$ cat config.mk
export PLATFORM = sky130hd
export DESIGN_NAME = mixed_width_text_layout
export DESIGN_NICKNAME = d
export VERILOG_FILES = /design/src/hw/rtl/mwtl_pkg.sv /design/src/hw/rtl/mixed_width_text_layout.sv /design/src/hw/rtl/mwtl_cfg_regs.sv /design/src/hw/rtl/mwtl_layout.sv /design/src/hw/rtl/mwtl_out_reg.sv
export SDC_FILE = /design/constraint.sdc
export NUM_CORES = 1
export LEC_CHECK = 0
export ABC_AREA = 1
export BUFFER_PORTS_ARGS = -buffer_cell sky130_fd_sc_hd__buf_2
export CORE_MARGIN = 5
export CORE_UTILIZATION = 66
export DETAILED_ROUTE_END_ITERATION = 8
export GPL_ROUTABILITY_DRIVEN = 0
export PLACE_DENSITY = 0.86
export SETUP_SLACK_MARGIN = 0.3
export SLEW_MARGIN = 20
export SYNTH_ARGS = -nofsm -noshare
export SYNTH_HDL_FRONTEND = slang
export SYNTH_SLANG_ARGS = --single-unit
export TNS_END_PERCENT = 1
$ cat constraint.sdc
create_clock -name clk -period 31.1 [get_ports clk]
set_input_delay 1.555 -clock clk [delete_from_list [all_inputs] [get_ports clk]]
set_output_delay 1.555 -clock clk [all_outputs]
set_load 0.02 [all_outputs]
$ cat src/hw/rtl/mwtl_pkg.sv
// shared types and constants for the mixed-width text layout block
package mwtl_pkg;

  // configuration register indexes
  typedef enum logic [2:0] {
    REG_ORIGIN_X   = 3'd0,
    REG_ORIGIN_Y   = 3'd1,
    REG_BOX_WIDTH  = 3'd2,
    REG_BOX_HEIGHT = 3'd3,
    REG_FONT_SIZE  = 3'd4,
    REG_OVERLAY    = 3'd5
  } cfg_idx_t;

  localparam logic [7:0]  BYTE_END      = 8'd0;
  localparam logic [7:0]  BYTE_CR       = 8'd13;
  localparam logic [7:0]  LEAD_MIN      = 8'h80;
  localparam logic [7:0]  FONT_SIZE_RST = 8'd16;

  typedef struct packed {
    logic [15:0] origin_x;
    logic [15:0] origin_y;
    logic [15:0] box_width;
    logic [15:0] box_height;
    logic [7:0]  font_size;
    logic        overlay;
  } cfg_t;

  // cursor reload requests raised by origin writes
  typedef struct packed {
    logic ld_x;
    logic ld_y;
  } origin_ld_t;

  typedef struct packed {
    logic [15:0] draw_x;
    logic [15:0] draw_y;
    logic [15:0] glyph_code;
    logic        glyph_wide;
    logic        transparent;
  } result_t;

endpackage

$ cat src/hw/rtl/mixed_width_text_layout.sv
// top level of the mixed-width text layout block
// path: a text byte is held in the input register, and its result beat in the result register
// throughput: one text byte per cycle while the result register can load, set by the single cursor update stage
// a full result register stalls the input register only while the sink holds off
// reset (rst_n low, synchronous): cursor to origin zero, flags clear, font size 16,
// all other configuration registers zero, no beat pending on either side
module mixed_width_text_layout import mwtl_pkg::*; (
  input  logic        clk,
  input  logic        rst_n,
  input  logic        in_tvalid,
  output logic        in_tready,
  input  logic [7:0]  in_tdata,   // [7:0] text_byte
  output logic        out_tvalid,
  input  logic        out_tready,
  output logic [55:0] out_tdata,  // [15:0] draw_x, [31:16] draw_y, [47:32] glyph_code,
                                  // [48] transparent, [55:49] zero
  output logic        out_tuser,  // [0] glyph_wide
  input  logic        cfg_valid,
  output logic        cfg_ready,
  input  logic [2:0]  cfg_index,
  input  logic [15:0] cfg_data
);

  cfg_t       cfg;
  origin_ld_t ld;
  logic       can_load;
  logic       res_valid;
  result_t    res;

  mwtl_cfg_regs u_cfg (
    .clk       (clk),
    .rst_n     (rst_n),
    .cfg_valid (cfg_valid),
    .cfg_ready (cfg_ready),
    .cfg_index (cfg_index),
    .cfg_data  (cfg_data),
    .cfg       (cfg),
    .ld        (ld)
  );

  mwtl_layout u_layout (
    .clk       (clk),
    .rst_n     (rst_n),
    .in_tvalid (in_tvalid),
    .in_tready (in_tready),
    .in_tdata  (in_tdata),
    .cfg       (cfg),
    .ld        (ld),
    .can_load  (can_load),
    .res_valid (res_valid),
    .res       (res)
  );

  mwtl_out_reg u_out (
    .clk        (clk),
    .rst_n      (rst_n),
    .res_valid  (res_valid),
    .res        (res),
    .can_load   (can_load),
    .out_tvalid (out_tvalid),
    .out_tready (out_tready),
    .out_tdata  (out_tdata),
    .out_tuser  (out_tuser)
  );

  // full-width glyphs always carry a lead byte above the threshold
  a_wide_lead: assert property (@(posedge clk) disable iff (!rst_n)
    out_tvalid && out_tuser |-> out_tdata[47:40] > LEAD_MIN)
    else $error("full-width glyph with invalid lead byte");

  // half-width glyphs are never an end or line-break byte
  a_half_code: assert property (@(posedge clk) disable iff (!rst_n)
    out_tvalid && !out_tuser |->
      out_tdata[47:40] == 8'd0 && out_tdata[39:32] != BYTE_CR &&
      out_tdata[39:32] != BYTE_END)
    else $error("half-width glyph with illegal code");

  // the input only stalls behind a held result
  a_stall_cause: assert property (@(posedge clk) disable iff (!rst_n)
    !in_tready |-> out_tvalid && !out_tready)
    else $error("input stalled without a held result");

endmodule

$ cat src/hw/rtl/mwtl_cfg_regs.sv
// configuration register file of the text layout block
module mwtl_cfg_regs import mwtl_pkg::*; (
  input  logic        clk,
  input  logic        rst_n,
  input  logic        cfg_valid,
  output logic        cfg_ready,
  input  logic [2:0]  cfg_index,
  input  logic [15:0] cfg_data,
  output cfg_t        cfg,
  output origin_ld_t  ld
);

  cfg_t       cfg_r;
  cfg_t       cfg_nxt;
  origin_ld_t ld_r;
  origin_ld_t ld_nxt;
  logic       wr;
  cfg_idx_t   idx;

  assign cfg_ready = 1'b1;
  assign wr        = cfg_valid & cfg_ready;
  assign idx       = cfg_idx_t'(cfg_index);

  // register decode
  always_comb begin
    cfg_nxt = cfg_r;
    ld_nxt  = '0;
    if (wr) begin
      unique case (idx)
        REG_ORIGIN_X: begin
          cfg_nxt.origin_x = cfg_data;
          ld_nxt.ld_x      = 1'b1;
        end
        REG_ORIGIN_Y: begin
          cfg_nxt.origin_y = cfg_data;
          ld_nxt.ld_y      = 1'b1;
        end
        REG_BOX_WIDTH:  cfg_nxt.box_width  = cfg_data;
        REG_BOX_HEIGHT: cfg_nxt.box_height = cfg_data;
        REG_FONT_SIZE:  cfg_nxt.font_size  = cfg_data[7:0];
        REG_OVERLAY:    cfg_nxt.overlay    = cfg_data[0];
        default: ;
      endcase
    end
  end

  always_ff @(posedge clk) begin
    if (!rst_n) begin
      cfg_r           <= '0;
      cfg_r.font_size <= FONT_SIZE_RST;
      ld_r            <= '0;
    end else begin
      cfg_r <= cfg_nxt;
      ld_r  <= ld_nxt;
    end
  end

  // reload request is registered along with the origin write so the cursor sees the new origin
  assign cfg = cfg_r;
  assign ld  = ld_r;

endmodule

$ cat src/hw/rtl/mwtl_layout.sv
// input register, cursor state and glyph placement logic
module mwtl_layout import mwtl_pkg::*; (
  input  logic       clk,
  input  logic       rst_n,
  input  logic       in_tvalid,
  output logic       in_tready,
  input  logic [7:0] in_tdata,
  input  cfg_t       cfg,
  input  origin_ld_t ld,
  input  logic       can_load,
  output logic       res_valid,
  output result_t    res
);

  logic        in_valid_r, in_valid_nxt;
  logic [7:0]  in_byte_r;
  logic [15:0] cx_r, cx_nxt;
  logic [15:0] cy_r, cy_nxt;
  logic [7:0]  lead_r, lead_nxt;
  logic        pend_r, pend_nxt;
  logic        skip_r, skip_nxt;
  logic        full_r, full_nxt;

  logic        go;
  logic [6:0]  half;
  logic [7:0]  adv;
  logic        wrap;
  logic        fits;
  logic [15:0] cx_w, cy_w;
  logic        emit;
  logic [7:0]  b;

  // one byte moves from the input register per cycle when the result side is free
  assign go        = in_valid_r & can_load;
  assign in_tready = ~in_valid_r | can_load;
  assign b         = in_byte_r;

  always_comb begin
    in_valid_nxt = in_valid_r;
    if (go) in_valid_nxt = 1'b0;
    if (in_tvalid & in_tready) in_valid_nxt = 1'b1;
  end

  // wrap and fit tests, bounds compared wide so they never wrap
  assign half = cfg.font_size[7:1];
  assign adv  = pend_r ? cfg.font_size : {1'b0, half};
  assign wrap = ({1'b0, cx_r} + {9'd0, adv}) > ({1'b0, cfg.origin_x} + {1'b0, cfg.box_width});
  assign cx_w = wrap ? cfg.origin_x : cx_r;
  assign cy_w = wrap ? (cy_r + {8'd0, cfg.font_size}) : cy_r;
  assign fits = ({1'b0, cy_w} + {9'd0, cfg.font_size})
                <= ({1'b0, cfg.origin_y} + {1'b0, cfg.box_height});

  // per-byte state update
  always_comb begin
    cx_nxt   = cx_r;
    cy_nxt   = cy_r;
    lead_nxt = lead_r;
    pend_nxt = pend_r;
    skip_nxt = skip_r;
    full_nxt = full_r;
    emit     = 1'b0;
    res      = '0;
    res.draw_x      = cx_w;
    res.draw_y      = cy_w;
    res.transparent = cfg.overlay;
    if (go) begin
      if (b == BYTE_END) begin
        cx_nxt   = cfg.origin_x;
        cy_nxt   = cfg.origin_y;
        lead_nxt = '0;
        pend_nxt = 1'b0;
        skip_nxt = 1'b0;
        full_nxt = 1'b0;
      end else if (full_r) begin
        // box full: ignore until end of string
      end else if (skip_r) begin
        skip_nxt = 1'b0;
      end else if (pend_r) begin
        // trail byte of a full-width glyph
        pend_nxt = 1'b0;
        cx_nxt   = cx_w;
        cy_nxt   = cy_w;
        if (!fits) begin
          full_nxt = 1'b1;
        end else begin
          emit           = 1'b1;
          res.glyph_code = {lead_r, b};
          res.glyph_wide = 1'b1;
          cx_nxt         = cx_w + {8'd0, cfg.font_size};
        end
      end else if (b > LEAD_MIN) begin
        lead_nxt = b;
        pend_nxt = 1'b1;
      end else begin
        // half-width byte or line break
        cx_nxt = cx_w;
        cy_nxt = cy_w;
        if (!fits) begin
          full_nxt = 1'b1;
        end else if (b == BYTE_CR) begin
          cy_nxt   = cy_w + {8'd0, cfg.font_size};
          cx_nxt   = cfg.origin_x + {9'd0, half};
          skip_nxt = 1'b1;
        end else begin
          emit           = 1'b1;
          res.glyph_code = {8'd0, b};
          cx_nxt         = cx_w + {9'd0, half};
        end
      end
    end
    // origin writes reload the cursor
    if (ld.ld_x) cx_nxt = cfg.origin_x;
    if (ld.ld_y) cy_nxt = cfg.origin_y;
  end

  assign res_valid = go & emit;

  always_ff @(posedge clk) begin
    if (!rst_n) begin
      in_valid_r <= 1'b0;
      cx_r       <= '0;
      cy_r       <= '0;
      lead_r     <= '0;
      pend_r     <= 1'b0;
      skip_r     <= 1'b0;
      full_r     <= 1'b0;
    end else begin
      in_valid_r <= in_valid_nxt;
      cx_r       <= cx_nxt;
      cy_r       <= cy_nxt;
      lead_r     <= lead_nxt;
      pend_r     <= pend_nxt;
      skip_r     <= skip_nxt;
      full_r     <= full_nxt;
    end
  end

  // input payload register
  always_ff @(posedge clk) begin
    if (in_tvalid & in_tready) in_byte_r <= in_tdata;
  end

endmodule

$ cat src/hw/rtl/mwtl_out_reg.sv
// result register holding one placed glyph until the sink takes it
module mwtl_out_reg import mwtl_pkg::*; (
  input  logic        clk,
  input  logic        rst_n,
  input  logic        res_valid,
  input  result_t     res,
  output logic        can_load,
  output logic        out_tvalid,
  input  logic        out_tready,
  output logic [55:0] out_tdata,
  output logic        out_tuser
);

  logic    out_valid_r, out_valid_nxt;
  result_t res_r;

  assign can_load = ~out_valid_r | out_tready;

  // valid flag: set on load, cleared when the beat is taken
  always_comb begin
    out_valid_nxt = out_valid_r;
    if (out_valid_r & out_tready) out_valid_nxt = 1'b0;
    if (res_valid) out_valid_nxt = 1'b1;
  end

  always_ff @(posedge clk) begin
    if (!rst_n) out_valid_r <= 1'b0;
    else        out_valid_r <= out_valid_nxt;
  end

  always_ff @(posedge clk) begin
    if (res_valid) res_r <= res;
  end

  assign out_tvalid = out_valid_r;
  assign out_tdata  = {7'd0, res_r.transparent, res_r.glyph_code, res_r.draw_y, res_r.draw_x};
  assign out_tuser  = res_r.glyph_wide;

endmodule
==> Yosys cells after proc, flatten, opt, wreduce, memory -nomap -nowiden <==
Cells that the tools add are included.
{ "word_totals": {"output_inout_bits": 60, "word_cells": 145, "ff_bits": 178} }
{ "classes": {"addsub": 9, "n_eq_ne": 15, "n_reduce_logical": 21, "bitwise": 10, "muxes": 65, "n_lt_le_gt_ge": 3} }
{ "ops": {"columns": ["op", "n"], "rows": [
  ["$mux 16", 24],
  ["$mux 8", 7],
  ["$add 16x8->16", 3],
  ["$add 16x16->17", 2],
  ["$add 16x8->17", 2],
  ["$mux 1", 33],
  ["$add 16x7->16", 2],
  ["$gt 17x17->1", 1],
  ["$le 17x17->1", 1],
  ["$mux 17", 1],
  ["$reduce_and 2->1", 8],
  ["$ne 3x3->1 const B", 4],
  ["$reduce_bool 2->1", 5],
  ["$eq 8x4->1 const B", 1],
  ["$gt 8x8->1 const B", 1],
  ["$logic_not 8->1", 1],
  ["$ne 4x2->1 const B", 2],
  ["$reduce_and 4->1", 2],
  ["$eq 3x2->1 const B", 2],
  ["$eq 3x3->1 const B", 2],
  ["$ne 2x2->1 const B", 3],
  ["$reduce_and 5->1", 1],
  ["$reduce_or 5->1", 1],
  ["$and 1x1->1", 4],
  ["other kinds (6)", 10]
]} }

==> Logic depth before layout (Yosys ltp) <==
{ "logic_depth": {"depth_word": 15, "ltp_mapped": 65, "depth_no_buf": 62} }

==> By module <==
From an unflattened synthesis, not the netlist that was laid out.
{ "hier_totals": {"cells_unflattened": 1807, "hier_area_um2": 12858.6} }
{ "by_module_without_submodules": {"columns": ["module", "instances", "area_per_inst_um2", "seq_area_each_um2", "cells_each"], "rows": [
  ["mwtl_layout", 1, 8324.2, 1121.1, 1325],
  ["mwtl_cfg_regs", 1, 2930.3, 1501.4, 418],
  ["mwtl_out_reg", 1, 1604.0, 1521.5, 64]
]} }

==> Worst setup path after synthesis <==
Ideal clock, no wire load.
{ "synth_path": {"path_kind": "register to register", "start": "register u_layout.pend_r", "end": "register u_out.res_r, in the netlist u_out.out_tdata[32], data pin", "required_ps": 30935, "setup_slack_ps": 19583, "path_stages_with_launch": 55, "arrival_ps": 11352, "setup_time_ps": 165, "path_buffers": 5, "path_cell_list": "dfxtp_1 -> clkbuf_1 -> clkinv_1 -> buf_2 -> nand2_1 -> o21ai_0 -> ha_1 -> a21oi_1 -> nand2_1 -> a21oi_1 -> nor2_1 -> nor2_1 -> nor2_1 -> o21ai_0 -> nand2_1 -> a21oi_1 -> nor3_1 -> nand2_1 -> [19 not listed] -> a21oi_1 -> o21bai_1 -> nand2_1 -> nor2_4 -> xor2_1 -> ha_1 -> nand2_1 -> inv_1 -> o21ai_0 -> a21oi_1 -> nor2_1 -> nand3_1 -> nand2_1 -> clkbuf_1 -> nand2_1 -> nor3_1 -> inv_1 -> nor2_1"} }
{ "synth_rtl": {"columns": ["item", "line_no", "rtl"], "rows": [
  ["start: declaration", "mwtl_layout.sv:20", "logic pend_r, pend_nxt;"],
  ["start signal: assignment", "mwtl_layout.sv:132", "pend_r <= pend_nxt;"],
  ["end signal: assignment", "mwtl_out_reg.sv:32", "if (res_valid) res_r <= res;"],
  ["end: declaration", "mwtl_out_reg.sv:15", "result_t res_r;"]
]} }

==> impl_results.md <==
- Most used cell, CP: nand2_1
- Clock Tree Root: clkbuf_16
- Distinct cells, synth: 51
- Rows: 49
- Clk_lat worst skew: 0.44 ns
- Crit start category: register
- Pwr per Cell Area: 62.2 nW/um^2
- Max-Cap Viols: 0
- Max incr delay on CP: 0.93 ns
- Register clock-pin slew on the reported worst setup and hold paths: 0.07 ns
- Synthesized netlist cell count: 1651
- GR Util All Layers: 29.8%
- Starting density of the core: 67.2%
- Die area: 21100 um^2
- Most common cell in the netlist: nand2_1
- Worst Setup Path Type: register to register
- Register area share after synthesis: 34.2%
- Antenna cell count: 0
- Top post-synthesis cells by area: dfxtp_1 (20%), edfxtp_1 (14%), ha_1 (11%)
- Clock skew after layout: 0.0111 ns
- Crit path max fanout: 40
- Predominant post-synthesis flop cell: dfxtp_1
- Clock sink count: 178
- Yosys top cell by area: dfxtp_1
- Global-route wire length before repair: 52.6 mm
- Max Freq: 91.5 MHz
- DIE WIDTH: 145 um
- Post-synthesis area per instance: 7.33 um^2
- Syn-to-layout area delta: 8.83%
- WP data arrival: 11.29 ns
- Core area: 18000 um^2
- Die extent in y: 145 um
- Total Routed Length: 32.3 mm
- Antenna violations before repair: 0
- Slew @ Worst Pin: 1.09 ns
- Post-synth top cells: nand2_1 (276), a21oi_1 (201), o21ai_0 (198), inv_1 (189), nor2_1 (163)
- Critical-path top delay cell: dfxtp_1
- Htree depth: 4
- Fin. max-slew vios: 0
- Crit share post-route: 35.1%
- Run status: finished clean
- Detail Route Antenna Nets: 0
- Post-DR vias/cell: 5.92
- DRC violations left: 0
- Unrepaired setup endpoints after global routing: false
- Post-DP HPWL: 24.0 mm
- R2r setup slk: 20.18 ns
- # Post-CTS Setup Buffers: 0
- Fin. Hold Viols: 0
- Slew headroom: 27.1%
- Total grt overflow: 0
- Fin nets: 1852
- Clock Path Buffers: 2
- Layout cells sized above 1: 9.48%
- Buffers on Ports: 83
- Power, Total: 0.820 mW
- YS warnings: 0
- Netlist Area Pre-Place: 12100 um^2
- Total CTS buffers: 17
- Pin count of the biggest net entering global routing: 111
- EDFF count, synth: 58
- Minimum clock period: 10.92 ns
- Worst vdd ir: 0.0458 mV
- Finish-stage setup viols: 0
- Sum Neg Setup Slack: 0 ns
- Vias: 11500
- Synth top area share: 19.8%
- Yosys reg bits: 178
- First-pass detailed-route iteration total: 6
- HP Class: register to register
- Routed len/inst: 16.6 um
- CTS Hold Bufs: 0
- Post-CTS sizing: 0
- Pleak: 5.98 nW
- Number of DRC markers in iteration 0: 1117
- CTS tree: built
- Vias in the first global route: 10700
- Worst EP required: 31.46 ns
- Synth async-reset ratio: 0%
- Top Ports: 92
- Critical path endpoint category: register
==> layout make-up <==
cell class	instances	area [um^2]
clock buffers	18	429
clock inverters	14	126
fillers	1454	4850
inverters	198	746
multi-input cells	1223	6980
flip-flops and latches	178	4140
well taps	229	287
repair buffers	89	460
==> layer usage <==
| metal | routed length (um) | part of all wire [%] | global-route usage (%) | vias to the layer above |
|---|---|---|---|---|
| met3 | 3060 | 9.5 | 6.98 | 70 |
| li1 | - | - | - | 5639 |
| met5 | 0 | 0 | 0 | - |
| met1 | 14200 | 44 | 42.1 | 5264 |
| met4 | 734 | 2.3 | 9.28 | 0 |
| met2 | 14300 | 44 | 45.6 | 562 |
==> through the flow <==
stage	utilization, %	cells	hold WS [ns]	setup WS (ns)	instance area, um^2
floorplan	-	1657	0.402	19.58	12100
global placement	70.0	1917	0.411	21.12	12600
detailed placement	70.0	1917	0.423	20.63	12600
CTS	73.1	1949	0.431	20.46	13200
global route	73.1	1949	0.434	19.32	13200
finish	73.1	1949	0.439	20.18	13200
==> critical path: cells and delay by family (launching register included) <==
kind	cells	cell delay [ns]
compound gates	11	2.23
xor+xnor	1	0.15
fa+ha+maj	5	1.49
buf+inv	5	1.86
flops	1	0.93
simple gates	31	4.14
==> power breakdown <==
group	switching, mW	internal [mW]	total [mW]
registers	0.0145	0.267	0.281
logic	0.228	0.107	0.334
clock network	0.0992	0.105	0.204
==> logic make-up (layout without fill, tap and decap cells) <==
| kind of cell | count (synthesis) | after routing | share of synthesized area, % |
|---|---|---|---|
| XOR/XNOR | 64 | 64 | 4.82 |
| other | 2 | 8 | 0.0620 |
| AO/OA/AOI/OAI | 455 | 455 | 19.9 |
| AND/OR/NAND/NOR | 583 | 583 | 20.6 |
| buffers and inverters | 256 | 319 | 8.32 |
| flip-flops | 178 | 178 | 34.2 |
| adder cells (fa/ha/maj) | 113 | 113 | 12.1 |
==> layout by cell type (no fill, tap or decap), drive strengths merged, types with 58 or more instances in the layout <==
| master | count |
|---|---|
| nor2 | 178 |
| dfxtp | 120 |
| buf | 89 |
| nand3 | 68 |
| a21oi | 201 |
| inv | 201 |
| nand2 | 287 |
| edfxtp | 58 |
| ha | 106 |
| o21ai | 204 |
==> sequential cells by signal, indices dropped and copies added (netlist names) <==
signal               flops
u_cfg.cfg               73
u_out.out_tuser          1
u_layout.cy_r           16
u_layout.skip_r          1
u_layout.in_valid_r      1
u_layout.lead_r          8
u_cfg.ld                 2
u_out.out_tvalid         1
u_out.out_tdata         49
u_layout.pend_r          1
u_layout.full_r          1
u_layout.cx_r           16
u_layout.b               8
==> final timing paths <==
path / cells past startpoint / from / end
setup / recovery: 53 / u_layout.pend_r / u_layout.cy_r[2]
hold reg to reg: 0 / u_cfg.cfg[0] / u_out.out_tdata[48]
hold / removal: 0 / u_cfg.cfg[0] / u_out.out_tdata[48]
setup reg to reg: 53 / u_layout.pend_r / u_layout.cy_r[2]
(Power assumes the default switching activity.)
